==> config.mk <==
export PLATFORM = sky130hd
export DESIGN_NAME = sensor_pattern_subscription_table_flat
export DESIGN_NICKNAME = d
export VERILOG_FILES = /design/src/sv/spst_pkg.sv /design/src/sv/spst_stream_if.sv /design/src/sv/spst_front.sv /design/src/sv/spst_back.sv /design/src/sv/sensor_pattern_subscription_table.sv /design/src/flat_wrapper.sv
export VERILOG_INCLUDE_DIRS = /design/src /design/src/sv
export SDC_FILE = /design/constraint.sdc
export NUM_CORES = 1
export LEC_CHECK = 0
export ABC_AREA = 1
export BUFFER_PORTS_ARGS = -buffer_cell sky130_fd_sc_hd__buf_2
export CELL_PAD_IN_SITES_DETAIL_PLACEMENT = 0
export CELL_PAD_IN_SITES_GLOBAL_PLACEMENT = 1
export CORE_AREA = 2 2 39 41
export CTS_BUF_LIST = sky130_fd_sc_hd__clkbuf_8
export CTS_CLUSTER_SIZE = 28
export DETAILED_ROUTE_END_ITERATION = 10
export DIE_AREA = 0 0 41 43
export PLACE_DENSITY_LB_ADDON = 0.05
export SLEW_MARGIN = 20
export SYNTH_ARGS = -nofsm -noshare
export SYNTH_HDL_FRONTEND = slang
export SYNTH_SLANG_ARGS = --single-unit
export TNS_END_PERCENT = 5
==> constraint.sdc <==
create_clock -name clk_i -period 2.58 [get_ports clk_i]
set_input_delay 0.129 -clock clk_i [delete_from_list [all_inputs] [get_ports clk_i]]
set_output_delay 0.129 -clock clk_i [all_outputs]
set_load 0.02 [all_outputs]
==> src/sv/sensor_pattern_subscription_table_assert.svh <==
// assertion helpers, clocked on clk_i and quiet during reset
`ifndef SENSOR_PATTERN_SUBSCRIPTION_TABLE_ASSERT_SVH
`define SENSOR_PATTERN_SUBSCRIPTION_TABLE_ASSERT_SVH

`ifndef SYNTH
`define SPST_ASSERT(lbl, prop) \
  lbl: assert property (@(posedge clk_i) disable iff (!rst_ni) (prop)) \
    else $error("assertion failed");
`define SPST_ASSERT_NEVER(lbl, cond) \
  lbl: assert property (@(posedge clk_i) disable iff (!rst_ni) !(cond)) \
    else $error("forbidden condition seen");
`else
`define SPST_ASSERT(lbl, prop)
`define SPST_ASSERT_NEVER(lbl, cond)
`endif

`endif

==> src/sv/spst_pkg.sv <==
package spst_pkg;

  localparam int MaxResults = 4;
  localparam int CntBits    = $clog2(MaxResults + 1);

  typedef struct packed {
    logic [31:0] sensor_word;
    logic        sub_valid;
    logic [7:0]  sub_id;
    logic [31:0] sub_mask;
    logic [31:0] sub_pattern;
  } tick_t;

  typedef struct packed {
    logic [7:0] fired_id;
    logic [1:0] fired_slot;
    logic       last_fired;
  } fire_t;

  // head of the tick queue as seen by the table engine
  typedef struct packed {
    logic  valid;
    tick_t tick;
  } tick_beat_t;

endpackage

==> src/sv/spst_stream_if.sv <==
interface spst_stream_if #(
  parameter type T = logic
);
  logic valid;
  logic ready;
  T     data;

  modport source (output valid, output data, input ready);
  modport sink (input valid, input data, output ready);
endinterface

==> src/sv/spst_front.sv <==
module spst_front
  import spst_pkg::*;
(
  input  logic          clk_i,
  input  logic          rst_ni,
  spst_stream_if.sink   tick_i,
  output tick_beat_t    head_o,
  input  logic          pop_i
);

  localparam int Depth = 2;
  localparam int PtrW  = $clog2(Depth);
  localparam int CntW  = $clog2(Depth + 1);

  tick_t            mem_q [Depth];
  logic [PtrW-1:0]  wr_q, wr_d;
  logic [PtrW-1:0]  rd_q, rd_d;
  logic [CntW-1:0]  cnt_q, cnt_d;
  logic             push, pop;

  assign tick_i.ready = (cnt_q != CntW'(Depth));
  assign push         = tick_i.valid && tick_i.ready;
  assign pop          = pop_i && (cnt_q != '0);

  assign head_o.valid = (cnt_q != '0);
  assign head_o.tick  = mem_q[rd_q];

  always_comb begin
    wr_d  = push ? wr_q + PtrW'(1) : wr_q;
    rd_d  = pop ? rd_q + PtrW'(1) : rd_q;
    cnt_d = cnt_q;
    if (push && !pop) begin
      cnt_d = cnt_q + CntW'(1);
    end else if (pop && !push) begin
      cnt_d = cnt_q - CntW'(1);
    end
  end

  always_ff @(posedge clk_i or negedge rst_ni) begin
    if (!rst_ni) begin
      wr_q  <= '0;
      rd_q  <= '0;
      cnt_q <= '0;
    end else begin
      wr_q  <= wr_d;
      rd_q  <= rd_d;
      cnt_q <= cnt_d;
    end
  end

  always_ff @(posedge clk_i) begin
    if (push) begin
      mem_q[wr_q] <= tick_i.data;
    end
  end

endmodule

==> src/sv/spst_back.sv <==
`include "sensor_pattern_subscription_table_assert.svh"

module spst_back
  import spst_pkg::*;
#(
  parameter int SLOTS   = 4,
  parameter int ID_BITS = 8
) (
  input  logic          clk_i,
  input  logic          rst_ni,
  input  tick_beat_t    head_i,
  output logic          pop_o,
  spst_stream_if.source fire_o
);

  localparam int SlotW = (SLOTS > 1) ? $clog2(SLOTS) : 1;

  localparam logic StIdle = 1'b0;
  localparam logic StFire = 1'b1;

  logic                state_q, state_d;
  logic [SLOTS-1:0]    valid_q, valid_d;
  logic [SLOTS-1:0]    hits_q, hits_d;
  logic [CntBits-1:0]  cnt_q, cnt_d;
  logic [ID_BITS-1:0]  id_q [SLOTS];
  logic [31:0]         mask_q [SLOTS];
  logic [31:0]         pat_q [SLOTS];
  logic                out_valid_q, out_valid_d;
  fire_t               out_q;

  tick_t               tick;
  logic [ID_BITS-1:0]  new_id;
  logic                free_found, dup, ins, take, new_match;
  logic [SlotW-1:0]    free_idx;
  logic [SLOTS-1:0]    hit_vec;

  logic                pick_found, last, out_free, emit;
  logic [SlotW-1:0]    pick;
  logic [SLOTS-1:0]    pick_oh, rest;

  assign tick      = head_i.tick;
  assign new_id    = ID_BITS'(tick.sub_id);
  assign take      = (state_q == StIdle) && head_i.valid;
  assign pop_o     = take;
  assign new_match = ((tick.sensor_word & tick.sub_mask) == tick.sub_pattern);

  // insertion search stops at the first free slot or at a valid slot with the same id
  always_comb begin
    free_found = 1'b0;
    free_idx   = '0;
    dup        = 1'b0;
    for (int k = 0; k < SLOTS; k++) begin
      if (!free_found && !dup) begin
        if (!valid_q[k]) begin
          free_found = 1'b1;
          free_idx   = SlotW'(k);
        end else if (id_q[k] == new_id) begin
          dup = 1'b1;
        end
      end
    end
    ins = tick.sub_valid && free_found && !dup;
  end

  // match vector of the table as it stands after insertion
  always_comb begin
    for (int k = 0; k < SLOTS; k++) begin
      hit_vec[k] = (valid_q[k] && ((tick.sensor_word & mask_q[k]) == pat_q[k]))
                || (ins && (free_idx == SlotW'(k)) && new_match);
    end
  end

  always_comb begin
    pick_found = 1'b0;
    pick       = '0;
    for (int k = 0; k < SLOTS; k++) begin
      if (hits_q[k] && !pick_found) begin
        pick_found = 1'b1;
        pick       = SlotW'(k);
      end
    end
    pick_oh = '0;
    pick_oh[pick] = pick_found;
    rest = hits_q & ~pick_oh;
    last = (rest == '0) || (cnt_q == CntBits'(MaxResults - 1));
  end

  assign out_free = !out_valid_q || fire_o.ready;
  assign emit     = (state_q == StFire) && out_free;

  always_comb begin
    state_d     = state_q;
    valid_d     = valid_q;
    hits_d      = hits_q;
    cnt_d       = cnt_q;
    out_valid_d = out_valid_q;
    if (fire_o.ready) begin
      out_valid_d = 1'b0;
    end
    unique case (state_q)
      StIdle: begin
        if (take) begin
          if (ins) begin
            valid_d[free_idx] = 1'b1;
          end
          hits_d  = hit_vec;
          cnt_d   = '0;
          state_d = (hit_vec != '0) ? StFire : StIdle;
        end
      end
      StFire: begin
        if (emit) begin
          valid_d[pick] = 1'b0;
          out_valid_d   = 1'b1;
          cnt_d         = cnt_q + CntBits'(1);
          hits_d        = last ? '0 : rest;
          if (last) begin
            state_d = StIdle;
          end
        end
      end
      default: state_d = StIdle;
    endcase
  end

  always_ff @(posedge clk_i or negedge rst_ni) begin
    if (!rst_ni) begin
      state_q     <= StIdle;
      valid_q     <= '0;
      hits_q      <= '0;
      cnt_q       <= '0;
      out_valid_q <= 1'b0;
    end else begin
      state_q     <= state_d;
      valid_q     <= valid_d;
      hits_q      <= hits_d;
      cnt_q       <= cnt_d;
      out_valid_q <= out_valid_d;
    end
  end

  always_ff @(posedge clk_i) begin
    if (take && ins) begin
      id_q[free_idx]   <= new_id;
      mask_q[free_idx] <= tick.sub_mask;
      pat_q[free_idx]  <= tick.sub_pattern;
    end
    if (emit) begin
      out_q.fired_id   <= 8'(id_q[pick]);
      out_q.fired_slot <= 2'(pick);
      out_q.last_fired <= last;
    end
  end

  assign fire_o.valid = out_valid_q;
  assign fire_o.data  = out_q;

  `SPST_ASSERT(a_fire_has_hit, (state_q == StFire) |-> (hits_q != '0))
  `SPST_ASSERT(a_pick_is_live, emit |-> valid_q[pick])
  `SPST_ASSERT(a_last_ends_tick, (emit && last) |=> (state_q == StIdle))
  `SPST_ASSERT_NEVER(a_cnt_bound, cnt_q > CntBits'(MaxResults))

endmodule

==> src/sv/sensor_pattern_subscription_table.sv <==
// Subscription table for sensor patterns. Each tick beat carries a 32-bit sensor word
// and optionally a new subscription (id, mask, pattern); it is stored in the first free
// slot unless a valid slot before that free slot has the same id, or the table is full.
// Then every valid slot whose masked sensors equal its pattern fires, lowest slot first,
// and is cleared; at most four fire per tick and last_fired marks the final one. Ticks
// are queued two deep in front of the table engine. The engine does the insertion and
// the match of all slots in one step, then sends one fired result per cycle through
// its single output register while the result side does not stall; the next tick waits
// for the last result. SLOTS sets the table size and ID_BITS the stored id width.
module sensor_pattern_subscription_table
  import spst_pkg::*;
#(
  parameter int SLOTS   = 4,
  parameter int ID_BITS = 8
) (
  input  logic          clk_i,
  input  logic          rst_ni,
  spst_stream_if.sink   tick_i,
  spst_stream_if.source fire_o
);

  tick_beat_t head;
  logic       pop;

  spst_front u_front (
    .clk_i  (clk_i),
    .rst_ni (rst_ni),
    .tick_i (tick_i),
    .head_o (head),
    .pop_i  (pop)
  );

  spst_back #(
    .SLOTS   (SLOTS),
    .ID_BITS (ID_BITS)
  ) u_back (
    .clk_i  (clk_i),
    .rst_ni (rst_ni),
    .head_i (head),
    .pop_o  (pop),
    .fire_o (fire_o)
  );

endmodule
==> src/flat_wrapper.sv <==
// flat-port wrapper written by rule: the top's interface ports become plain ports
module sensor_pattern_subscription_table_flat import spst_pkg::*;
#(
  parameter int SLOTS   = 4,
  parameter int ID_BITS = 8
)
  (clk_i, rst_ni, tick_i_valid, tick_i_data, tick_i_ready, fire_o_valid, fire_o_data, fire_o_ready);
  spst_stream_if tick_i_i ();
  spst_stream_if fire_o_i ();
  input  logic clk_i;
  input  logic rst_ni;
  input wire logic [$bits(tick_i_i.valid)-1:0] tick_i_valid;
  input wire logic [$bits(tick_i_i.data)-1:0] tick_i_data;
  output wire logic [$bits(tick_i_i.ready)-1:0] tick_i_ready;
  output wire logic [$bits(fire_o_i.valid)-1:0] fire_o_valid;
  output wire logic [$bits(fire_o_i.data)-1:0] fire_o_data;
  input wire logic [$bits(fire_o_i.ready)-1:0] fire_o_ready;
  assign tick_i_i.valid = tick_i_valid;
  assign tick_i_i.data = tick_i_data;
  assign tick_i_ready = tick_i_i.ready;
  assign fire_o_valid = fire_o_i.valid;
  assign fire_o_data = fire_o_i.data;
  assign fire_o_i.ready = fire_o_ready;
  sensor_pattern_subscription_table #(.SLOTS(SLOTS), .ID_BITS(ID_BITS)) u_core (.clk_i(clk_i), .rst_ni(rst_ni), .tick_i(tick_i_i), .fire_o(fire_o_i));
endmodule
; Yosys cells after proc, flatten, opt, wreduce, memory -nomap -nowiden
; Memory sizes are Yosys's and may differ from the RTL's.
; Cells that the tools add are included.
[totals]
ff_bits = 18
ramBits = 290
wordCells = 165
mem_count = 4
[memory_table]
columns = name, depth, width, read_ports, rd_ports_with_merged_regs, write_ports, line_no
row1 = u_core.u_back.mask_q, 4, 32, 4, 0, 1, spst_back.sv:26  ; logic [31:0] mask_q [SLOTS];
row2 = u_core.u_back.pat_q, 4, 32, 4, 0, 1, spst_back.sv:27  ; logic [31:0] pat_q [SLOTS];
row3 = u_core.u_back.id_q, 4, 8, 4, 0, 1, spst_back.sv:25  ; logic [ID_BITS-1:0] id_q [SLOTS];
row4 = u_core.u_front.mem_q, 2, 1, 1, 0, 1, spst_front.sv:15  ; tick_t mem_q [Depth];
[op_classes]
n_lt_le_gt_ge = 4
reduce_logical = 54
eq_ne = 17
n_addsub = 5
bitwise_logic = 12
muxes = 60
[op_table]
columns = cell, n
row1 = 32-bit == test, 5
row2 = 32-bit AND (first input constant), 4
row3 = 1-bit two-way mux, 38
row4 = 32-bit AND (both inputs constant), 1
row5 = 8-bit == test (second input constant), 4
row6 = 1-bit logical AND, 28
row7 = 4-bit two-way mux, 6
row8 = 2-bit two-way mux, 8
row9 = 4-bit one-hot mux with 2 select lines, 2
row10 = 4-bit AND, 3
row11 = 1-bit logical NOT, 12
row12 = 4-bit NOT, 2
row13 = 1-bit logical OR, 6
row14 = 2-bit by 3-bit less-than comparator with 1-bit output (second input constant), 2
row15 = 3-bit two-way mux, 2
row16 = 2-bit != test (second input constant), 3
row17 = 3-bit one-hot mux with 2 select lines, 1
row18 = 1-bit demux with 2-bit select, 2
row19 = 2-bit == test (second input constant), 2
row20 = 2-bit by 1-bit >= comparator with 1-bit output (second input constant), 2
row21 = 4-bit logical NOT, 1
row22 = 4-bit OR, 1
row23 = 2-bit nonzero test, 2
row24 = 4-bit nonzero test, 1
row25 = other kinds (13), 14

; Depth between registers and ports, before layout
; Gate-level depths: netlist of run 1.
[logic_depth]
ltp_word = 22
mapped_depth = 7

; Cells and area by module
; A second synthesis of run 1 with hierarchy kept.
[unflattened]
cells_unflattened = 1231
area_unflattened_um2 = 13884.6
[modules_own_cells]
columns = mod, area_per_inst_um2, cells_each, seq_area_each_um2, n_inst
row1 = spst_back, 12783.5, 1092, 8763.4, 1
row2 = spst_front, 1101.1, 139, 160.2, 1

; Least setup slack after synthesis of run 1
; No wires, ideal clock.
[synth_timing]
path_type = flip-flop to flip-flop
start = reg u_core.u_front.cnt_q[0]
end = reg u_core.u_front.cnt_q[1]
n_path_buf = 0
setup_slack_ns = 1.267
stages_incl_launch_ff = 7
arrival_time_ns = 1.190
t_required_ns = 2.456
path_cell_list = dfrtp_1 > inv_1 > a21boi_0 > ha_1 > a21oi_1 > o21ai_1 > xnor2_1
[synth_between]
elab_chain_len = 6
[synth_rtl]
columns = element, line_no
row1 = from (decl), spst_front.sv:18  ; logic [CntW-1:0] cnt_q, cnt_d;
row2 = from (signal assigned), spst_front.sv:47  ; cnt_q <= cnt_d;
row3 = branches (longest 6 deep; another with 2-bit by 1-bit subtractor with 2-bit output), n/a
; Several ways; the timed one is not identified. The select of a mux whose other input is x is not followed.
; A chain may end at the register's enable or synchronous reset.

; Worst setup path in the final report of run 1
; Ends and elaborated chain as after synthesis.

==> impl_metrics.tcl, run 1 <==
set metrics [dict create \
    synth_area_leader_cell "dfrtp_1" \
    cts_buffer_depth 2 \
    viasPerCell 4.92 \
    routed-wl-met2_um 434 \
    layout_worst_path_cycle_share 0.545 \
    maxSlewHeadroom 0.827 \
    clock_latency_ps 240 \
    syn_nets 64 \
    fin_tns_setup_ps 0 \
    fin_nets 76 \
    seq_area_frac_synth 0.526 \
    fp.dieArea_um2 1760 \
    clk_pin_slew_ps 50 \
    postRouteWirelength_um 973 \
    worst_slack_ps 1170 \
    grt_pass1_wl_mm 1.85 \
    vias 408 \
    cts-root-buf "clkbuf_8" \
    met1_length_um 473 \
    pre_cts_ws_ps 1180 \
    rows 14 \
    ios 8 \
    layoutNonFillerInstCount 83 \
    antenna_cells 0 \
    synth_flop_cell "dfrtp_1" \
    hold_path_class "in2reg" \
    die_w_um 41 \
    cts_tree "done" \
    netlist_area_um2 581 \
    synth_area_leaders "dfrtp_1, ha_1, nand2_4" \
    cts_setup_buffers 0 \
    cp_max_fo 4 \
    synth-edff-count 1 \
    wl_met3_um 40 \
    max_freq_ghz 0.711 \
    gp_congestion 0.636 \
    avgSynthCellArea_um2 10.4 \
    synth_top_cells_by_count "dfrtp_1, nand2_1, inv_1" \
    numCtsBuffers 3 \
    final_util 0.495 \
    yosysTopAreaCellShare 0.474 \
    areaGrowthSynthToFinish_pct 18.1 \
    crit_type "reg2reg" \
    drive_gt1_frac 0.313 \
    tightest_slew_ps 260 \
    core_um2 1380 \
    final_hold_viol_count 0 \
    overflow 0 \
    slew_viol_final 0 \
    drt_first_pass_iters 5 \
    fp.dieH_um 43 \
    power_density_nw_per_um2 888 \
    synth_seq_cells 12 \
    run_status "finished clean" \
    endpoint_kind "flop" \
    grtUsageTotal 0.163 \
    yosysMostFrequentCell "dfrtp_1" \
    start_util 0.420 \
    antenna_found_initial 0 \
    ys_warn_count 0 \
    start_kind "flop" \
    cts.sinks 12 \
    postRouteAntennaNets 0 \
    vdd_ir_drop_max_mv 0.593 \
    min_period_ps 1410 \
    arrival_ps 1530 \
    drcViolationCount 0 \
    ctsHtreeMaxLevel 1 \
    topRoutingLayerUsed "met4" \
    p_leak_nw 0.332 \
    cap_violations 0 \
    portBuffers 6 \
    grt_pass1_vias 419 \
    syn_inst 56 \
    dp.final_hpwl_um 715 \
    dp_cells 78 \
    clock_skew_ps 4.84 \
    wl_per_cell_um 11.7 \
    setup_viol 0 \
    drtIter0Drc 3 \
    synthArstFlopShare 0.917 \
    synth_cell_type_count 20 \
    critPathRequiredTime_ps 2700 \
    rsz0062_at_grt "no" \
    grt_max_degree 12 \
]
cell families after synthesis:
logic type	synth area share
xor gates and xnor gates	0.0302
adders and majority gates	0.0647
buffers and inverters	0.0582
AOI/OAI and AO/OA	0.147
and+or+nand+nor	0.175
DFF	0.526
area by class of cell:
type / count / area, µm²
inverter: 9 / 33.8
sequential: 12 / 305
multi-input combinational: 35 / 241
clock inverter: 1 / 3.75
clock buffer: 3 / 41.3
tap: 16 / 20.0
timing repair buffer: 7 / 40.0
fill: 131 / 698
worst max-delay path: stages (launching register included):
cell      delay, ps
dfrtp_1         410
inv_1           110
a21boi_0        100
ha_1            330
a21oi_1         120
o21ai_1          90
xnor2_1         120
cell usage in the layout (no fill, tap or decap):
cell           count
o21ai_2            3
nand2_4            3
nand2_1            8
a21oi_1            2
a21oi_2            1
o21ai_1            2
buf_2              6
a22o_1             1
edfxtp_1           1
o31ai_1            1
inv_1              7
nor2_1             3
xnor2_1            2
nand3_1            2
inv_2              3
a21boi_0           1
o22ai_1            1
clkbuf_8           3
nand2_2            1
dlygate4sd3_1      1
nand3_2            1
dfrtp_1           11
ha_1               3
final timing paths:
check	slack [ps]	depth (start not counted)	startpoint	end
min reg2reg	500	1	u_core.u_back.cnt_q[0]	u_core.u_back.cnt_q[0]
max reg2reg	1170	6	u_core.u_front.cnt_q[0]	u_core.u_front.cnt_q[1]
max	1170	6	u_core.u_front.cnt_q[0]	u_core.u_front.cnt_q[1]
max in group asynchronous	2080	2	rst_ni	u_core.u_front.cnt_q[1]
min	180	4	fire_o_ready	u_core.u_back.fire_o.valid
min in group asynchronous	290	2	rst_ni	u_core.u_back.hits_q[1]
sequential cells by signal, indices dropped and copies added, names as in the netlist:
register	flops
u_core.u_back.state_q	1
u_core.u_front.cnt_q	2
u_core.u_back.cnt_q	3
u_core.u_back.hits_q	4
u_core.u_back.fire_o.valid	1
u_core.u_back.fire_o.data	1
power by group:
group          total [mW]  internal [mW]  switching (mW)
clock               0.172          0.105          0.0672
sequential          0.254          0.222          0.0315
combinational       0.183         0.0792           0.104
stage by stage:
stage          instance area [µm²]  total power [mW]  hold slack [ps]
3_5_place_dp                   631             0.440             22.0
5_1_grt                        686             0.663              190
4_1_cts                        686             0.619              175
6_report                       686             0.609              176
3_3_place_gp                   631             0.439             15.6
2_1_floorplan                  581             0.397             -167
what timing repair did:
| action | 4_1_cts | 5_1_grt |
|---|---|---|
| resized for setup | 0 | 0 |
| hold buffers | 1 | 0 |
| hold endpoints to repair | 11 | 0 |
per-layer routing:
layer,GRT usage,vias up
met5,0,-
li1,-,203
met1,0.225,191
met2,0.206,9
met3,0.0628,5
met4,0.100,0
Power figures use the tool's default switching activity.
==> run 2: changes to the inputs <==
- ABC_AREA: 1 -> 0
- clock period: 2.58 -> 1.4 ns (I/O delays scaled with it)
==> impl_metrics.tcl, run 2 <==
set metrics [dict create \
    fin_hold_ws_ps 233 \
    placed_area_um2 638 \
    postRouteWirelength_mm 1.01 \
    violations "setup timing" \
    combPwrFrac 0.319 \
    cts.sinks 12 \
    critPathRequiredTime_ps 1370 \
    synth_cell_type_count 22 \
    layout_worst_path_cycle_share 1.01 \
    fp.dieArea_um2 1760 \
    start_util 0.401 \
    vdd_ir_drop_max_mv 0.847 \
    fin_area_um2 731 \
    hold_path_class "in2async" \
    finalPower_mw 1.07 \
    synth_area_leader_cell "dfrtp_1" \
    setup_viol 1 \
    fin_nets 70 \
    portBuffers 6 \
    power.internal_uw 757 \
    power.net_switching_uw 310 \
    cts-root-buf "clkbuf_8" \
    grtUsageTotal 0.149 \
    layout_common_cells "dfrtp_1, buf_2, inv_1, buf_4" \
    drtIter0Drc 3 \
    cts_tree "done" \
    slew_viol_final 0 \
    gp_congestion 0.696 \
    vias 392 \
    synthArstFlopShare 0.917 \
    dp.final_hpwl_um 772 \
    ctsHtreeMaxLevel 1 \
    drcViolationCount 0 \
    synth_seq_cells 12 \
    drt_first_pass_iters 2 \
    antenna_cells 0 \
    avgSynthCellArea_um2 12.1 \
    synth_flop_cell "dfrtp_1" \
    worst_slack_ps -15.0 \
    layoutNonFillerInstCount 77 \
    tightest_slew_ps 301 \
    crit_type "reg2reg" \
    synth_area_leaders "dfrtp_1, ha_1, edfxtp_1" \
    top_regs "u_core.u_back.hits_q x4, u_core.u_back.cnt_q x3, u_core.u_front.cnt_q x2" \
    fp.dieH_um 43 \
    pwr-share-seq 0.399 \
    netlist_area_um2 556 \
    cap_violations 0 \
    numCtsBuffers 3 \
    wl_per_cell_um 13.1 \
    final_hold_viol_count 0 \
    rows 14 \
    areaGrowthSynthToFinish_pct 31.5 \
    syn_inst 46 \
    antenna_found_initial 0 \
    clk_pin_slew_ps 50 \
    endpoint_kind "flop" \
    p_leak_nw 0.338 \
    synth_top_cells_by_count "dfrtp_1, and2_1, ha_1, inv_1, o2bb2ai_1" \
    final_common_cell "dfrtp_1" \
    p_sw_frac 0.290 \
    cp_max_fo 2 \
    grt_pass1_wl_mm 1.73 \
    final_util 0.528 \
    drive_gt1_frac 0.377 \
    overflow 0 \
    yosysMostFrequentCell "dfrtp_1" \
    yosysTopAreaCellShare 0.495 \
    viasPerCell 5.09 \
    largest_register_ffs 4 \
    dp_cells 71 \
    ios 8 \
    core_um2 1380 \
    grt_pass1_vias 413 \
    power_frac_clock 0.282 \
    die_w_um 41 \
    synth-edff-count 1 \
    top_register "u_core.u_back.hits_q" \
    min_period_ps 1420 \
    seq_area_frac_synth 0.550 \
    power_density_nw_per_um2 1460 \
    run_status "finished with violations" \
    arrival_ps 1380 \
    clock_latency_ps 230 \
    ys_warn_count 0 \
    max_freq_ghz 0.707 \
    postRouteAntennaNets 0 \
    grt_max_degree 12 \
    clock_skew_ps 5.25 \
    syn_nets 54 \
    cts_buffer_depth 2 \
    start_kind "flop" \
    maxSlewHeadroom 0.799 \
    rsz0062_at_grt "yes" \
]
run 2: critical path: stages (launching register included):
cell and delay, ps:
dfrtp_1 380, ha_2 200, ha_4 160, or4_4 420
run 2: final timing paths:
check                                             from                          to  slack, ps  cells past startpoint
worst max-delay path            u_core.u_back.cnt_q[0]   u_core.u_back.fire_o.data        -20                      3
worst max register to register  u_core.u_back.cnt_q[0]   u_core.u_back.fire_o.data        -20                      3
min in group clk_i                        fire_o_ready  u_core.u_back.fire_o.valid        250                      3
max in group asynchronous                       rst_ni      u_core.u_back.cnt_q[0]        960                      2
worst min-delay path                            rst_ni     u_core.u_front.cnt_q[1]        230                      2
worst min register to register  u_core.u_back.cnt_q[2]      u_core.u_back.cnt_q[2]        520                      1
run 2: power by group through the flow:
stage / clock, mW / combinational, mW / sequential, mW
floorplan: 0 / 0.205 / 0.430
global placement: 0 / 0.271 / 0.426
detailed placement: 0 / 0.290 / 0.428
CTS: 0.314 / 0.294 / 0.424
global route: 0.328 / 0.389 / 0.430
finish: 0.301 / 0.340 / 0.426
run 2: layout make-up:
type,instances,area (µm²)
Sequential cell,12,305
Clock buffer,3,41.3
Multi-Input combinational cell,31,279
Clock inverter,1,3.75
Fill cell,124,653
Inverter,3,11.3
Tap cell,16,20.0
Timing Repair Buffer,11,70.1
run 2: stage by stage:
| step | TNS (ps) | setup WS (ps) |
|---|---|---|
| after global routing | -67.3 | -57.3 |
| final | -15.0 | -15.0 |
| after floorplan | -14.8 | -14.8 |
| after detailed placement | -59.3 | -59.3 |
| after CTS | -20.4 | -20.4 |
| after global placement | -29.4 | -29.4 |
run 2: layer usage:
| metal | GRT usage | part of all wire | wire length [µm] | up-vias |
|---|---|---|---|---|
| met3 | 0.0471 | 0.027 | 27 | 0 |
| met4 | 0.0600 | 0 | 0 | 0 |
| li1 | - | - | - | 196 |
| met5 | 0 | 0 | 0 | - |
| met1 | 0.173 | 0.43 | 432 | 192 |
| met2 | 0.241 | 0.55 | 551 | 4 |
run 2: logic make-up (layout without fill, tap and decap cells):
logic type / after synthesis / in the layout / share of synthesized area
AND/OR/NAND/NOR: 13 / 13 / 0.140
flip-flops: 12 / 12 / 0.550
AO/OA/AOI/OAI: 11 / 11 / 0.155
adder cells (fa/ha/maj): 3 / 3 / 0.0676
XOR/XNOR: 3 / 3 / 0.0473
buffers and inverters: 3 / 18 / 0.0203
multiplexers: 1 / 1 / 0.0203
run 2: what timing repair did:
| action | in CTS | in global routing |
|---|---|---|
| endpoints found under the hold margin | 11 | 0 |
| setup endpoints to repair | 1 | 3 |
| cloned | 0 | 0 |
| setup buffers | 1 | 0 |
| hold buffers | 1 | 0 |
| resized for setup | 2 | 4 |
| pin swaps | 1 | 1 |
